### config.mk
export PLATFORM = sky130hd
export DESIGN_NAME = terminated_key_value_table_top
export DESIGN_NICKNAME = d
export VERILOG_FILES = /design/src/hdl/kvt_pkg.sv /design/src/hdl/terminated_key_value_table_top.sv /design/src/hdl/kvt_cell.sv
export SDC_FILE = /design/constraint.sdc
export NUM_CORES = 2
export LEC_CHECK = 0
export ABC_CLOCK_PERIOD_IN_PS = 7000
export BUFFER_PORTS_ARGS = -buffer_cell sky130_fd_sc_hd__buf_2
export CELL_PAD_IN_SITES_DETAIL_PLACEMENT = 0
export CELL_PAD_IN_SITES_GLOBAL_PLACEMENT = 2
export CORE_UTILIZATION = 40
export CTS_CLUSTER_DIAMETER = 60
export DETAILED_ROUTE_END_ITERATION = 12
export PLACE_DENSITY = 0.78
export SYNTH_ARGS = -nofsm -noshare
export SYNTH_HDL_FRONTEND = slang
export SYNTH_SLANG_ARGS = --single-unit
### constraint.sdc
create_clock -name clk -period 7 [get_ports clk]
set_input_delay 0.35 -clock clk [delete_from_list [all_inputs] [get_ports clk]]
set_output_delay 0.35 -clock clk [all_outputs]
set_load 0.03 [all_outputs]
### src/hdl/kvt_pkg.sv
// Shared types, constants and command/status codes of the key/value table.
`timescale 1ns / 1ps
`default_nettype none
package kvt_pkg;

	localparam int TABLE_DEPTH = 32;
	localparam int IDX_W       = $clog2(TABLE_DEPTH);
	localparam int CAP_W       = 6;

	localparam logic [1:0] CMD_APPEND = 2'd0;
	localparam logic [1:0] CMD_LOOKUP = 2'd1;
	localparam logic [1:0] CMD_REMOVE = 2'd2;
	localparam logic [1:0] CMD_QUERY  = 2'd3;

	localparam logic [1:0] ST_OK     = 2'd0;
	localparam logic [1:0] ST_ABSENT = 2'd1;
	localparam logic [1:0] ST_FULL   = 2'd2;
	localparam logic [1:0] ST_ZERO   = 2'd3;

	localparam logic [CAP_W-1:0] CAP_RESET = CAP_W'(32);
	localparam logic [CAP_W-1:0] LIM_MAX   = CAP_W'(TABLE_DEPTH);

	typedef struct packed {
		logic [1:0]  command;
		logic [31:0] key;
		logic [31:0] new_value;
	} kvt_cmd_t;

	typedef struct packed {
		logic [1:0]       status;
		logic [31:0]      found_value;
		logic [4:0]       entry_count;
		logic [CAP_W-1:0] capacity_now;
	} kvt_result_t;

	typedef struct packed {
		logic [31:0] key;
		logic [31:0] value;
	} kvt_entry_t;

	typedef struct packed {
		logic load;
		logic shift;
		logic wrap;
	} kvt_ctl_t;

endpackage
`default_nettype wire

### src/hdl/terminated_key_value_table_top.sv
// Top level of the key/value table: command sequencer and the row of table cells.
//
// Usage:
//   A command (append, look up, remove, query) is taken on cmd at a clock edge
//   where start is high and busy is low. Exactly one result follows on result,
//   valid for one cycle while done is high; the receiver cannot stall it.
//   Append and query answer in the cycle after the command is taken and keep
//   busy low. Look up and remove rotate the stored entries once through the
//   head cell of the row, one entry per cycle, and hold busy while they do; they
//   answer with done in the cycle after the last step. On an empty table they
//   answer in the cycle after the command is taken.
//   The capacity register is written over cfg_valid/cfg_ready/cfg_data; the
//   port is ready whenever no command is in progress or offered on start.
//   Reset empties the table and sets the capacity to 32; no sweep is needed,
//   since cells above the fill are never read before an append writes them.
`timescale 1ns / 1ps
`default_nettype none
module terminated_key_value_table_top import kvt_pkg::*; (
	input  wire logic              clk,
	input  wire logic              arst_n,
	input  wire logic              start,
	input  wire kvt_cmd_t          cmd,
	output logic                   busy,
	output logic                   done,
	output kvt_result_t            result,
	input  wire logic              cfg_valid,
	output logic                   cfg_ready,
	input  wire logic [CAP_W-1:0]  cfg_data
);

	typedef enum logic {
		S_IDLE,
		S_SCAN
	} state_t;

	state_t           state_q;
	logic             done_q;
	kvt_result_t      result_q;
	kvt_cmd_t         cmd_q;
	logic [IDX_W-1:0] fill_q;
	logic [IDX_W-1:0] step_q;
	logic [IDX_W-1:0] last_q;
	logic             found_q;
	logic [31:0]      value_q;
	logic [CAP_W-1:0] cap_q;

	kvt_entry_t       cells [TABLE_DEPTH];
	kvt_entry_t       new_entry;
	kvt_entry_t       head;
	kvt_entry_t       zero_entry;
	logic [CAP_W-1:0] lim;
	logic [CAP_W-1:0] fill_ext;
	logic [1:0]       app_status;
	logic             accept;
	logic             append_ok;
	logic             hit;
	logic             drop;
	logic             found_any;
	logic [IDX_W-1:0] tail_idx;

	assign busy      = (state_q != S_IDLE);
	assign done      = done_q;
	assign result    = result_q;
	assign cfg_ready = !busy && !start;

	assign accept     = start && !busy;
	assign new_entry  = '{key: cmd.key, value: cmd.new_value};
	assign zero_entry = '0;
	assign head       = cells[0];
	assign tail_idx   = fill_q - 1'b1;
	assign fill_ext   = CAP_W'(fill_q);
	assign lim        = (cap_q > LIM_MAX) ? LIM_MAX : cap_q;

	always_comb begin
		if (cmd.key == '0) begin
			app_status = ST_ZERO;
		end else if (lim == '0 || fill_ext >= lim - 1'b1) begin
			app_status = ST_FULL;
		end else begin
			app_status = ST_OK;
		end
	end

	assign append_ok = accept && cmd.command == CMD_APPEND && app_status == ST_OK;
	assign hit       = state_q == S_SCAN && !found_q && cmd_q.key != '0 &&
		head.key == cmd_q.key;
	assign drop      = hit && cmd_q.command == CMD_REMOVE;
	assign found_any = found_q || hit;

	for (genvar i = 0; i < TABLE_DEPTH; i++) begin : g_cell
		localparam logic [IDX_W-1:0] CELL_IDX = IDX_W'(i);
		kvt_ctl_t   ctl;
		kvt_entry_t right;

		assign ctl = '{
			load:  append_ok && fill_q == CELL_IDX,
			shift: state_q == S_SCAN,
			wrap:  !drop && tail_idx == CELL_IDX
		};

		if (i == TABLE_DEPTH - 1) begin : g_last
			assign right = zero_entry;
		end else begin : g_mid
			assign right = cells[i+1];
		end

		kvt_cell u_cell (
			.clk       (clk),
			.ctl       (ctl),
			.new_entry (new_entry),
			.right     (right),
			.head      (head),
			.entry     (cells[i])
		);
	end

	always_ff @(posedge clk or negedge arst_n) begin
		if (!arst_n) begin
			state_q  <= S_IDLE;
			done_q   <= 1'b0;
			result_q <= '0;
			cmd_q    <= '0;
			fill_q   <= '0;
			step_q   <= '0;
			last_q   <= '0;
			found_q  <= 1'b0;
			value_q  <= '0;
			cap_q    <= CAP_RESET;
		end else begin
			done_q <= 1'b0;
			if (cfg_valid && cfg_ready) begin
				cap_q <= cfg_data;
			end
			case (state_q)
				S_IDLE: begin
					if (start) begin
						result_q.found_value  <= '0;
						result_q.capacity_now <= cap_q;
						result_q.entry_count  <= fill_q;
						case (cmd.command)
							CMD_APPEND: begin
								done_q          <= 1'b1;
								result_q.status <= app_status;
								if (app_status == ST_OK) begin
									fill_q               <= fill_q + 1'b1;
									result_q.entry_count <= fill_q + 1'b1;
								end
							end
							CMD_LOOKUP, CMD_REMOVE: begin
								if (fill_q == '0) begin
									done_q          <= 1'b1;
									result_q.status <= ST_ABSENT;
								end else begin
									state_q <= S_SCAN;
									cmd_q   <= cmd;
									step_q  <= '0;
									last_q  <= fill_q - 1'b1;
									found_q <= 1'b0;
									value_q <= '0;
								end
							end
							default: begin
								done_q          <= 1'b1;
								result_q.status <= ST_OK;
							end
						endcase
					end
				end
				S_SCAN: begin
					if (hit) begin
						found_q <= 1'b1;
						value_q <= head.value;
					end
					if (drop) begin
						fill_q <= fill_q - 1'b1;
					end
					if (step_q == last_q) begin
						state_q               <= S_IDLE;
						done_q                <= 1'b1;
						result_q.status       <= found_any ? ST_OK : ST_ABSENT;
						result_q.capacity_now <= cap_q;
						result_q.entry_count  <= drop ? fill_q - 1'b1 : fill_q;
						if (cmd_q.command == CMD_LOOKUP && found_any) begin
							result_q.found_value <= hit ? head.value : value_q;
						end else begin
							result_q.found_value <= '0;
						end
					end else begin
						step_q <= step_q + 1'b1;
					end
				end
				default: begin
					state_q <= S_IDLE;
				end
			endcase
		end
	end

`ifndef SYNTHESIS
	a_done_idle: assert property (@(posedge clk) disable iff (!arst_n)
		done |-> !busy)
		else $error("result strobe while a command is in progress");

	a_scan_nonempty: assert property (@(posedge clk) disable iff (!arst_n)
		state_q == S_SCAN |-> fill_q != '0)
		else $error("scan running on an empty table");

	a_value_ok: assert property (@(posedge clk) disable iff (!arst_n)
		(done && result.found_value != '0) |-> result.status == ST_OK)
		else $error("value returned with a failing status");

	a_busy_start: assert property (@(posedge clk) disable iff (!arst_n)
		$rose(busy) |-> $past(start))
		else $error("scan began without a command");
`endif

endmodule
`default_nettype wire

### src/hdl/kvt_cell.sv
// One slot of the table: holds a key/value pair and passes it toward the head.
`timescale 1ns / 1ps
`default_nettype none
module kvt_cell import kvt_pkg::*; (
	input  wire logic       clk,
	input  wire kvt_ctl_t   ctl,
	input  wire kvt_entry_t new_entry,
	input  wire kvt_entry_t right,
	input  wire kvt_entry_t head,
	output kvt_entry_t      entry
);

	kvt_entry_t entry_q;

	always_ff @(posedge clk) begin
		if (ctl.load) begin
			entry_q <= new_entry;
		end else if (ctl.shift) begin
			entry_q <= ctl.wrap ? head : right;
		end
	end

	assign entry = entry_q;

endmodule
`default_nettype wire
==> flow_metrics.py <==
metrics = {
    "pwr": {
        "vdd_ir_drop_max_v": 0.000500,
        "power_frac_comb": 0.334,
        "p_sw_mw": 21.9,
        "switching_share": 0.364,
        "clkPwrFrac": 0.221,
        "power_frac_seq": 0.446,
        "p_int_mw": 38.2,
        "leakage_nw": 37.8,
        "p_per_area_nw_per_um2": 489,
    },
    "drt": {
        "met1_length_um": 163000,
        "dr_wl_met3_um": 24500,
        "drc": 0,
        "vias": 76800,
        "drt_first_pass_iters": 8,
        "wl_um": 381000,
        "wl_per_cell_um": 28.3,
        "via_per_inst": 5.71,
        "drtIter0Drc": 8049,
        "ant_nets": 0,
        "dr_wl_met2_um": 178000,
        "routed.top_layer": "met5",
    },
    "floorplan": {
        "die_w_um": 531,
        "die-height_um": 531,
        "row_count": 193,
        "die_area_um2": 282000,
        "core_area_um2": 277000,
        "pin_count": 124,
        "start_util": 0.403,
    },
    "clock_network": {
        "htreeDepth": 5,
        "clk_latency_ps": 890,
        "cts_root_buffer": "clkbuf_16",
        "postCtsSetupRepairBufs": 0,
        "cts_buffers": 262,
        "cts.sinks": 2183,
        "tritoncts": "built",
        "clockBufferDepth": 4,
        "clk_pin_slew_worst_paths_ps": 60,
    },
    "sta": {
        "max_freq_mhz": 186,
        "setup_viol": 0,
        "fin_ws_ps": 1610,
        "setup_tns_ps": 0,
        "tightest_slew_ps": 1290,
        "fin_crit_ps": 5390,
        "slew_headroom": 0.139,
        "holdWs_ps": 81.5,
        "rsz0062_at_grt": "no",
        "maxSlewViolCount": 0,
        "period_share": 0.770,
        "finalClockSkew_ps": 45.7,
        "hold_violations": 0,
    },
    "synthesis": {
        "synth-main-ff-cell": "edfxtp_1",
        "ys_ff_latch": 2183,
        "netlist_area_um2": 112000,
        "synth_edf_count": 2048,
        "synth_top_area_cell": "edfxtp_1",
        "netlist_instances": 10000,
        "yosysTopAreaCellShare": 0.550,
        "syn_area_per_cell_um2": 11.2,
        "synthArstFlopShare": 0.0618,
        "synth.distinct_cells": 54,
        "synth_nets": 10100,
        "seq_area_frac_synth": 0.580,
        "ys_top_cells_by_area": "edfxtp_1 (55%), mux2i_1 (17%), nand2_1 (6.6%)",
        "yosysWarnings": 0,
    },
    "grt": {
        "grt_overflow_total": 0,
        "track_usage": 0.267,
        "antenna_found_initial": 16,
        "grt_pass1_wl_um": 550000,
        "grt_max_degree": 129,
        "grt_pass1_vias": 75000,
    },
    "worst_setup_path": {
        "crit_type": "register to register",
        "reg2reg_depth": 13,
        "crit_required_ps": 7490,
        "critPathMaxStageDelay_ps": 790,
        "slowest_stage": "buf_4",
        "path_max_fanout": 65,
        "startpoint_type": "register",
        "crit_path_end_kind": "register",
        "cp_cell_sequence": "nand2b_1 > ha_1 > nand3_1 > o21a_1 > o22ai_1 > ha_1 > nor2_1 > a21oi_1 > a21oi_1 > and2_4 > buf_4 > or2_4 > buf_4",
        "critPathArrivalTime_ps": 5880,
    },
    "outcome": {
        "outcome": "finished, final reports clean",
    },
    "place": {
        "pre_cts_slack_ps": 1710,
        "hpwl_um": 211000,
        "place.gp.congestion": 0.855,
        "port_buffers": 123,
    },
    "finish": {
        "area_growth_pct": 9.74,
        "final_common_cell": "edfxtp_1",
        "nNetsFinal": 9637,
        "final_cell_mix": "edfxtp_1 (2048), nand2_1 (1956), mux2i_1 (1952)",
        "layout-drive-gt1-share": 0.0961,
    },
    "hold_path": {
        "hold_depth": 4,
        "hp-class": "primary input to register",
    },
    "job": {
        "cap_violations": 0,
    },
}
-- flip-flops by register name, indices dropped and copies added (netlist names) --
signal               count
done                     1
step_q                   5
result                  45
cap_q                    6
found_q                  1
busy                     1
g_cell.u_cell.entry   2048
fill_q                   5
last_q                   5
value_q                 32
cmd_q                   34
-- worst max-delay path: cells and delay by family (launching register included) --
| kind | cells | cell delay, ps |
|---|---|---|
| flip-flops | 1 | 620 |
| AND/OR/NAND/NOR | 5 | 1370 |
| AO/OA/AOI/OAI | 4 | 970 |
| adder cells (fa/ha/maj) | 2 | 500 |
| buffers and inverters | 2 | 1440 |
-- cells in the mapped netlist, types with 2 or more instances --
library cell,count
o21a_1,3
nor2_1,343
nor2b_1,4
xnor2_1,8
clkbuf_2,17
buf_2,212
a221oi_1,2
o21ai_1,888
a211oi_1,2
nor3_2,15
ha_1,18
o21ai_0,860
and2_1,4
nand3_1,8
edfxtp_1,2048
and3_1,4
mux2_2,70
a31oi_1,4
xor2_1,40
nor3_1,26
o41ai_1,2
o211ai_1,3
a21oi_1,328
nand2_1,1963
or2_2,28
nor4_1,53
o22ai_1,4
buf_4,201
clkbuf_1,663
inv_1,10
nand2b_1,6
buf_1,29
dfrtp_1,134
or3_1,5
buf_6,28
nand4_1,9
mux2i_1,1952
-- logic make-up after synthesis --
| logic type | count (synthesis) | share of synthesized area |
|---|---|---|
| AND/OR/NAND/NOR | 2472 | 0.0870 |
| XOR/XNOR | 49 | 0.00390 |
| multiplexers | 2022 | 0.182 |
| flip-flops | 2183 | 0.580 |
| buffers and inverters | 1162 | 0.0502 |
| AO/OA/AOI/OAI | 2105 | 0.0951 |
| adder cells (fa/ha/maj) | 18 | 0.00201 |
-- final cells by class --
type                            instances  area, um2
Timing Repair Buffer                  419       3190
Tap cell                             3705       4640
Inverter                               11       41.3
Multi-Input combinational cell       6666      41900
Sequential cell                      2183      64900
Fill cell                           25700     154000
Antenna cell                            8       20.0
Clock buffer                          348       7070
Clock inverter                        117        998
-- path summary, 6_finish.rpt --
| path | startpoint | end | slack (ps) |
|---|---|---|---|
| worst max-delay path | cap_q[5] | g_cell[23].u_cell.entry[40] | 1610 |
| worst min-delay path | cmd[57] | cmd_q[57] | 80 |
| worst max register to register | cap_q[5] | g_cell[23].u_cell.entry[40] | 1610 |
| worst min register to register | result[27] | result[27] | 470 |
| max in group asynchronous | arst_n | busy | 5300 |
| min in group asynchronous | arst_n | result[25] | 170 |
-- layer usage --
| layer | vias up | track usage |
|---|---|---|
| met3 | 634 | 0.0345 |
| met5 | - | 0 |
| met1 | 38400 | 0.358 |
| met2 | 2891 | 0.440 |
| met4 | 14 | 0.104 |
| li1 | 34900 | - |
-- power by group through the flow --
stage / registers [mW] / logic (mW) / clock network (mW)
after global placement: 26.8 / 19.5 / 0
after detailed placement: 26.9 / 19.9 / 0
after global routing: 27.4 / 21.5 / 13.9
after CTS: 26.8 / 20.0 / 13.4
final: 26.8 / 20.1 / 13.3
after floorplan: 26.1 / 12.8 / 0
-- repair_timing --
action	in CTS	in global routing
endpoints found under the hold margin	108	0
hold buffers	26	0
resized for setup	0	0
-- metrics by stage --
step / instances / utilization / power (mW) / instance area [um2]
after global placement: 13000 / 0.413 / 46.4 / 114000
after floorplan: 10000 / - / 38.9 / 112000
final: 13500 / 0.443 / 60.1 / 123000
after CTS: 13400 / 0.443 / 60.2 / 123000
after global routing: 13500 / 0.443 / 62.8 / 123000
after detailed placement: 13000 / 0.413 / 46.9 / 114000
(Power assumes the default switching activity.)
